## src/sv/cfpl_pkg.sv

```systemverilog
package cfpl_pkg;

  // Field widths of the transaction payloads and registers
  localparam int PAGE_W = 10;
  localparam int CNT_W  = 11;
  localparam int ACT_W  = 3;
  localparam int STAT_W = 3;
  localparam int CFG_IDX_W = 2;
  localparam int CFG_DATA_W = 11;

  // Default geometry
  localparam int DEF_PAGE_COUNT  = 1024;
  localparam int DEF_COLOR_COUNT = 16;

  // Shift of the reciprocal used to split off the color
  localparam int COLOR_SHIFT = 20;

  // Action codes
  localparam logic [ACT_W-1:0] ACT_INS_FREE = 3'd0;
  localparam logic [ACT_W-1:0] ACT_INS_ZERO = 3'd1;
  localparam logic [ACT_W-1:0] ACT_REM_ANY  = 3'd2;
  localparam logic [ACT_W-1:0] ACT_REM_ZERO = 3'd3;
  localparam logic [ACT_W-1:0] ACT_UNLINK   = 3'd4;

  // Status codes
  localparam logic [STAT_W-1:0] STAT_OK        = 3'd0;
  localparam logic [STAT_W-1:0] STAT_EMPTY     = 3'd1;
  localparam logic [STAT_W-1:0] STAT_RANGE     = 3'd2;
  localparam logic [STAT_W-1:0] STAT_NOT_LIST  = 3'd3;
  localparam logic [STAT_W-1:0] STAT_ALREADY   = 3'd4;

  // Page location codes
  localparam logic [1:0] WHERE_NONE = 2'd0;
  localparam logic [1:0] WHERE_FREE = 2'd1;
  localparam logic [1:0] WHERE_ZERO = 2'd2;

  // Configuration register indexes
  localparam logic [CFG_IDX_W-1:0] REG_LOW_THR  = 2'd0;
  localparam logic [CFG_IDX_W-1:0] REG_HIGH_THR = 2'd1;
  localparam logic [CFG_IDX_W-1:0] REG_LOWEST   = 2'd2;
  localparam logic [CFG_IDX_W-1:0] REG_HIGHEST  = 2'd3;

  // Register reset values
  localparam logic [CNT_W-1:0]  RST_LOW_THR  = 11'd64;
  localparam logic [CNT_W-1:0]  RST_HIGH_THR = 11'd512;
  localparam logic [PAGE_W-1:0] RST_LOWEST   = 10'd1;
  localparam logic [PAGE_W-1:0] RST_HIGHEST  = 10'd1023;

  // Outcome of the check step
  typedef enum logic [1:0] {
    KIND_ERR = 2'd0,
    KIND_INS = 2'd1,
    KIND_UNL = 2'd2
  } kind_t;

  // Controller to datapath commands
  typedef struct packed {
    logic clear;
    logic accept;
    logic color;
    logic check;
    logic ins1;
    logic ins2;
    logic ins3;
    logic unl;
    logic err;
  } cmd_t;

  // Datapath to controller status
  typedef struct packed {
    logic  clear_done;
    logic  slot_free;
    kind_t kind;
  } sts_t;

endpackage

```

## src/sv/cfpl_ctrl.sv

```systemverilog
module cfpl_ctrl (
  input  logic              clk,
  input  logic              rst_n,
  input  logic              in_valid,
  output logic              in_ready,
  input  cfpl_pkg::sts_t    sts,
  output cfpl_pkg::cmd_t    cmd
);

  typedef enum logic [8:0] {
    ST_CLEAR = 9'b000000001,
    ST_IDLE  = 9'b000000010,
    ST_COLOR = 9'b000000100,
    ST_CHECK = 9'b000001000,
    ST_INS1  = 9'b000010000,
    ST_INS2  = 9'b000100000,
    ST_INS3  = 9'b001000000,
    ST_UNL   = 9'b010000000,
    ST_ERR   = 9'b100000000
  } state_t;

  state_t state_r, state_nxt;

  // Next state
  always_comb begin
    state_nxt = state_r;
    case (state_r)
      ST_CLEAR: if (sts.clear_done) state_nxt = ST_IDLE;
      ST_IDLE:  if (in_valid) state_nxt = ST_COLOR;
      ST_COLOR: state_nxt = ST_CHECK;
      ST_CHECK: begin
        case (sts.kind)
          cfpl_pkg::KIND_INS: state_nxt = ST_INS1;
          cfpl_pkg::KIND_UNL: state_nxt = ST_UNL;
          default:            state_nxt = ST_ERR;
        endcase
      end
      ST_INS1:  state_nxt = ST_INS2;
      ST_INS2:  state_nxt = ST_INS3;
      ST_INS3, ST_UNL, ST_ERR: if (sts.slot_free) state_nxt = ST_IDLE;
      default:  state_nxt = ST_CLEAR;
    endcase
  end

  always_ff @(posedge clk) begin
    if (!rst_n) begin
      state_r <= ST_CLEAR;
    end else begin
      state_r <= state_nxt;
    end
  end

  // Commands; final steps fire only when the result register is free
  assign in_ready   = (state_r == ST_IDLE);
  assign cmd.clear  = (state_r == ST_CLEAR);
  assign cmd.accept = (state_r == ST_IDLE) && in_valid;
  assign cmd.color  = (state_r == ST_COLOR);
  assign cmd.check  = (state_r == ST_CHECK);
  assign cmd.ins1   = (state_r == ST_INS1);
  assign cmd.ins2   = (state_r == ST_INS2);
  assign cmd.ins3   = (state_r == ST_INS3) && sts.slot_free;
  assign cmd.unl    = (state_r == ST_UNL) && sts.slot_free;
  assign cmd.err    = (state_r == ST_ERR) && sts.slot_free;

endmodule

```

## config.mk

```make
export PLATFORM = sky130hd
export DESIGN_NAME = cfpl_ctrl
export DESIGN_NICKNAME = d
export VERILOG_FILES = /design/src/sv/cfpl_pkg.sv /design/src/sv/cfpl_ctrl.sv
export SDC_FILE = /design/constraint.sdc
export NUM_CORES = 1
export LEC_CHECK = 0
export BUFFER_PORTS_ARGS = -buffer_cell sky130_fd_sc_hd__buf_2
export CAP_MARGIN = 5
export CORE_AREA = 3 3 40 42
export CTS_CLUSTER_SIZE = 14
export DETAILED_ROUTE_END_ITERATION = 8
export DIE_AREA = 0 0 43 45
export GPL_ROUTABILITY_DRIVEN = 0
export PLACE_DENSITY_LB_ADDON = 0.3
export SETUP_SLACK_MARGIN = 0.5
export SYNTH_ARGS = -nofsm -noshare
export SYNTH_HDL_FRONTEND = slang
export SYNTH_SLANG_ARGS = --single-unit
```

## constraint.sdc

```tcl
create_clock -name clk -period 1.9 [get_ports clk]
set_input_delay 0.38 -clock clk [delete_from_list [all_inputs] [get_ports clk]]
set_output_delay 0.38 -clock clk [all_outputs]
set_load 0.01 [all_outputs]
```

==> insert_results.sql <==
INSERT INTO impl_metrics (metric_group, metric, value, unit) VALUES
('run_status', 'status', 'complete, no violations', ''),
('critical_path', 'worst-endpoint-arrival', '1.50', 'ns'),
('routing', 'detailedRoute.firstPassIterationCount', '4', ''),
('sta', 'rsz0062_at_grt', 'yes', ''),
('clock_tree', 'cts_hold_buffers', '0', ''),
('routing', 'wirelength_met1', '739', 'um'),
('finish', 'diodes', '0', ''),
('grt', 'antenna_found_initial', '0', ''),
('clock_tree', 'cts_tree', 'done', ''),
('floorplan', 'die-height', '45', 'um'),
('logic_synthesis', 'mappedNetlistArea', '647', 'sq um'),
('critical_path', 'critPathTopFamily', 'simple AND/OR/NAND/NOR gates', ''),
('min_path', 'min_path_type', 'in2reg', ''),
('grt', 'grt.overflow.total', '0', ''),
('power', 'ir_worst_vdd', '379', 'uV'),
('logic_synthesis', 'ys_top_cells_by_count', '9 x sky130_fd_sc_hd__dfxtp_1, 6 x sky130_fd_sc_hd__nor2_1, 6 x sky130_fd_sc_hd__nor3b_1, 4 x sky130_fd_sc_hd__nand2_1', ''),
('place', 'dp_worst_setup_slack', '0.236', 'ns'),
('grt', 'number_of_global_route_vias_before_repair', '622', ''),
('clock_tree', 'insertion_delay', '0.27', 'ns'),
('finish', 'largest_reg_flops', '9', ''),
('sta', 'tightest_slew_margin_relative_to_the_limit', '0.687', ''),
('routing', 'detailed_route_wirelength_on_metal2', '1010', 'um'),
('sta', 'slew_at_the_pin_with_the_worst_max_slew_slack', '0.462', 'ns'),
('logic_synthesis', 'synthMuxAreaShare', '0', ''),
('critical_path', 'worst-path-buf-inv', '2', ''),
('finish', 'fillers', '86', ''),
('finish', 'multiInputGateArea', '541', 'sq um'),
('routing', 'drt_wl_total', '1920', 'um'),
('logic_synthesis', 'syn_nets', '80', ''),
('place', 'dp_hpwl', '1050', 'um'),
('logic_synthesis', 'synthesis.yosys.warnings', '0', ''),
('logic_synthesis', 'synthDistinctLibCells', '34', ''),
('clock_tree', 'cts_htree_levels', '1', ''),
('critical_path', 'crit_path_start_kind', 'flop', ''),
('finish', 'final_core_util', '0.793', ''),
('sta', 'finalSetupTns', '0', 'ns'),
('finish', 'area_growth_syn_to_fin', '57.4', '%'),
('sta', 'timing_max_transition_violations_final', '0', ''),
('place', 'number_of_i_o_port_buffers', '16', ''),
('critical_path', 'critical_path_top_delay_cell', 'sky130_fd_sc_hd__dfxtp_4', ''),
('logic_synthesis', 'synth_edf_count', '0', ''),
('routing', 'viasPerCell', '6.01', ''),
('sta', 'finalWorstSetupSlack', '0.0203', 'ns'),
('power', 'p_leak', '0.458', 'nW'),
('logic_synthesis', 'netlist.top_cell.by_area', 'sky130_fd_sc_hd__dfxtp_1', ''),
('clock_tree', 'cts.clk_slew.worst_paths', '0.06', 'ns'),
('sta', 'clock.fmax', '532', 'MHz'),
('finish', 'biggestRegsByFlops', 'state_r x9', ''),
('grt', 'grt_pass1_wl', '2780', 'um'),
('routing', 'highest-signal-layer', 'met4', ''),
('clock_tree', 'tritoncts.num_buffers', '3', ''),
('routing', 'remaining_drc_errors', '0', ''),
('critical_path', 'reg2reg_slack', '0.18', 'ns'),
('sta', 'final-setup-viol-count', '0', ''),
('logic_synthesis', 'synth-async-reset-ratio', '0', ''),
('critical_path', 'worstPathCellList', 'buf_6, nor4_4, nand3_2, nor3b_2, buf_2', ''),
('sta', 'finalHoldViolations', '0', ''),
('critical_path', 'critical_path_class', 'reg2out', ''),
('routing', 'detailedRoute.firstIterationViolations', '11', ''),
('routing', 'via_count', '691', ''),
('critical_path', 'cpPeakStageDelay', '0.36', 'ns'),
('logic_synthesis', 'area_fraction_in_compound_gates_after_synthesis', '0.135', ''),
('critical_path', 'cp_max_fo', '3', ''),
('logic_synthesis', 'synth_ff_type', 'sky130_fd_sc_hd__dfxtp_1', ''),
('sta', 'finalWorstPathRequiredPeriod', '1.88', 'ns'),
('routing', 'met3_length', '101', 'um'),
('finish', 'share_of_final_layout_standard_cells_stronger_than_drive_strength_1', '0.670', ''),
('sta', 'period_share', '0.989', ''),
('floorplan', 'starting_utilization_of_the_core_area', '0.503', ''),
('critical_path', 'sort_of_element_at_the_end_of_the_critical_path', 'output pin', ''),
('floorplan', 'ioPinCount', '17', '');
==> placed cells by master (no fill, tap or decap), types with 2 or more instances in the layout <==
cell and n:
sky130_fd_sc_hd__buf_6 7, sky130_fd_sc_hd__a32o_1 2, sky130_fd_sc_hd__nor4b_2 2, sky130_fd_sc_hd__dfxtp_1 2, sky130_fd_sc_hd__nor3b_2 4, sky130_fd_sc_hd__nand3_2 3, sky130_fd_sc_hd__xor2_1 2, sky130_fd_sc_hd__buf_2 14
sky130_fd_sc_hd__nor2_1 3, sky130_fd_sc_hd__nand2_4 2, sky130_fd_sc_hd__nor2_4 2, sky130_fd_sc_hd__nand2_1 2, sky130_fd_sc_hd__ha_1 2, sky130_fd_sc_hd__buf_4 8, sky130_fd_sc_hd__inv_1 2, sky130_fd_sc_hd__and3_2 2
sky130_fd_sc_hd__dfxtp_2 4, sky130_fd_sc_hd__xnor2_1 2, sky130_fd_sc_hd__dfxtp_4 3, sky130_fd_sc_hd__nor4_4 2, sky130_fd_sc_hd__and3_1 3, sky130_fd_sc_hd__and2_4 2, sky130_fd_sc_hd__clkbuf_4 3
==> worst paths after layout <==
path                                  from          to  depth (start not counted)
worst max-delay path            state_r[4]      cmd[1]                          5
worst min-delay path                 rst_n  state_r[0]                          2
worst max register to register  state_r[1]  state_r[8]                          6
worst min register to register  state_r[7]  state_r[7]                          1
==> power breakdown <==
group | switching [mW] | leakage [nW] | internal (mW) | total, mW
logic | 0.207 | 0.366 | 0.250 | 0.458
clock network | 0.0743 | 0.0150 | 0.0814 | 0.156
registers | 0.0402 | 0.0765 | 0.210 | 0.250
==> per-stage QoR <==
step	hold slack, ns	power [mW]	std cells	cell area (sq um)
2_1_floorplan	0.561	0.472	71	722
5_1_grt	0.386	0.912	115	1020
3_3_place_gp	0.591	0.507	97	779
4_1_cts	0.369	0.803	114	977
6_report	0.384	0.863	115	1020
3_5_place_dp	0.593	0.510	97	779
==> timing repair <==
action / in CTS / in global routing
setup buffers: 13 / 1
pin swaps: 10 / 6
gates resized for setup: 17 / 10
endpoints found under the setup margin: 18 / 18
==> layout make-up <==
type	instances	area share
multi-input cells	55	0.531
repair buffers	30	0.225
flip-flops and latches	9	0.193
clock buffers	4	0.0258
well taps	15	0.0184
inverters	2	0.00737
==> logic make-up after synthesis <==
logic type	after synthesis
AO/OA/AOI/OAI	11
XOR/XNOR	4
adder cells (fa/ha/maj)	2
buffers and inverters	7
flip-flops	9
AND/OR/NAND/NOR	38
==> metal layers <==
metal / GRT usage / up-vias
met4: 0.151 / 0
li1: - / 324
met3: 0.0598 / 9
met2: 0.326 / 24
met1: 0.223 / 334
met5: 0 / -
Power figures use the tool's default switching activity.
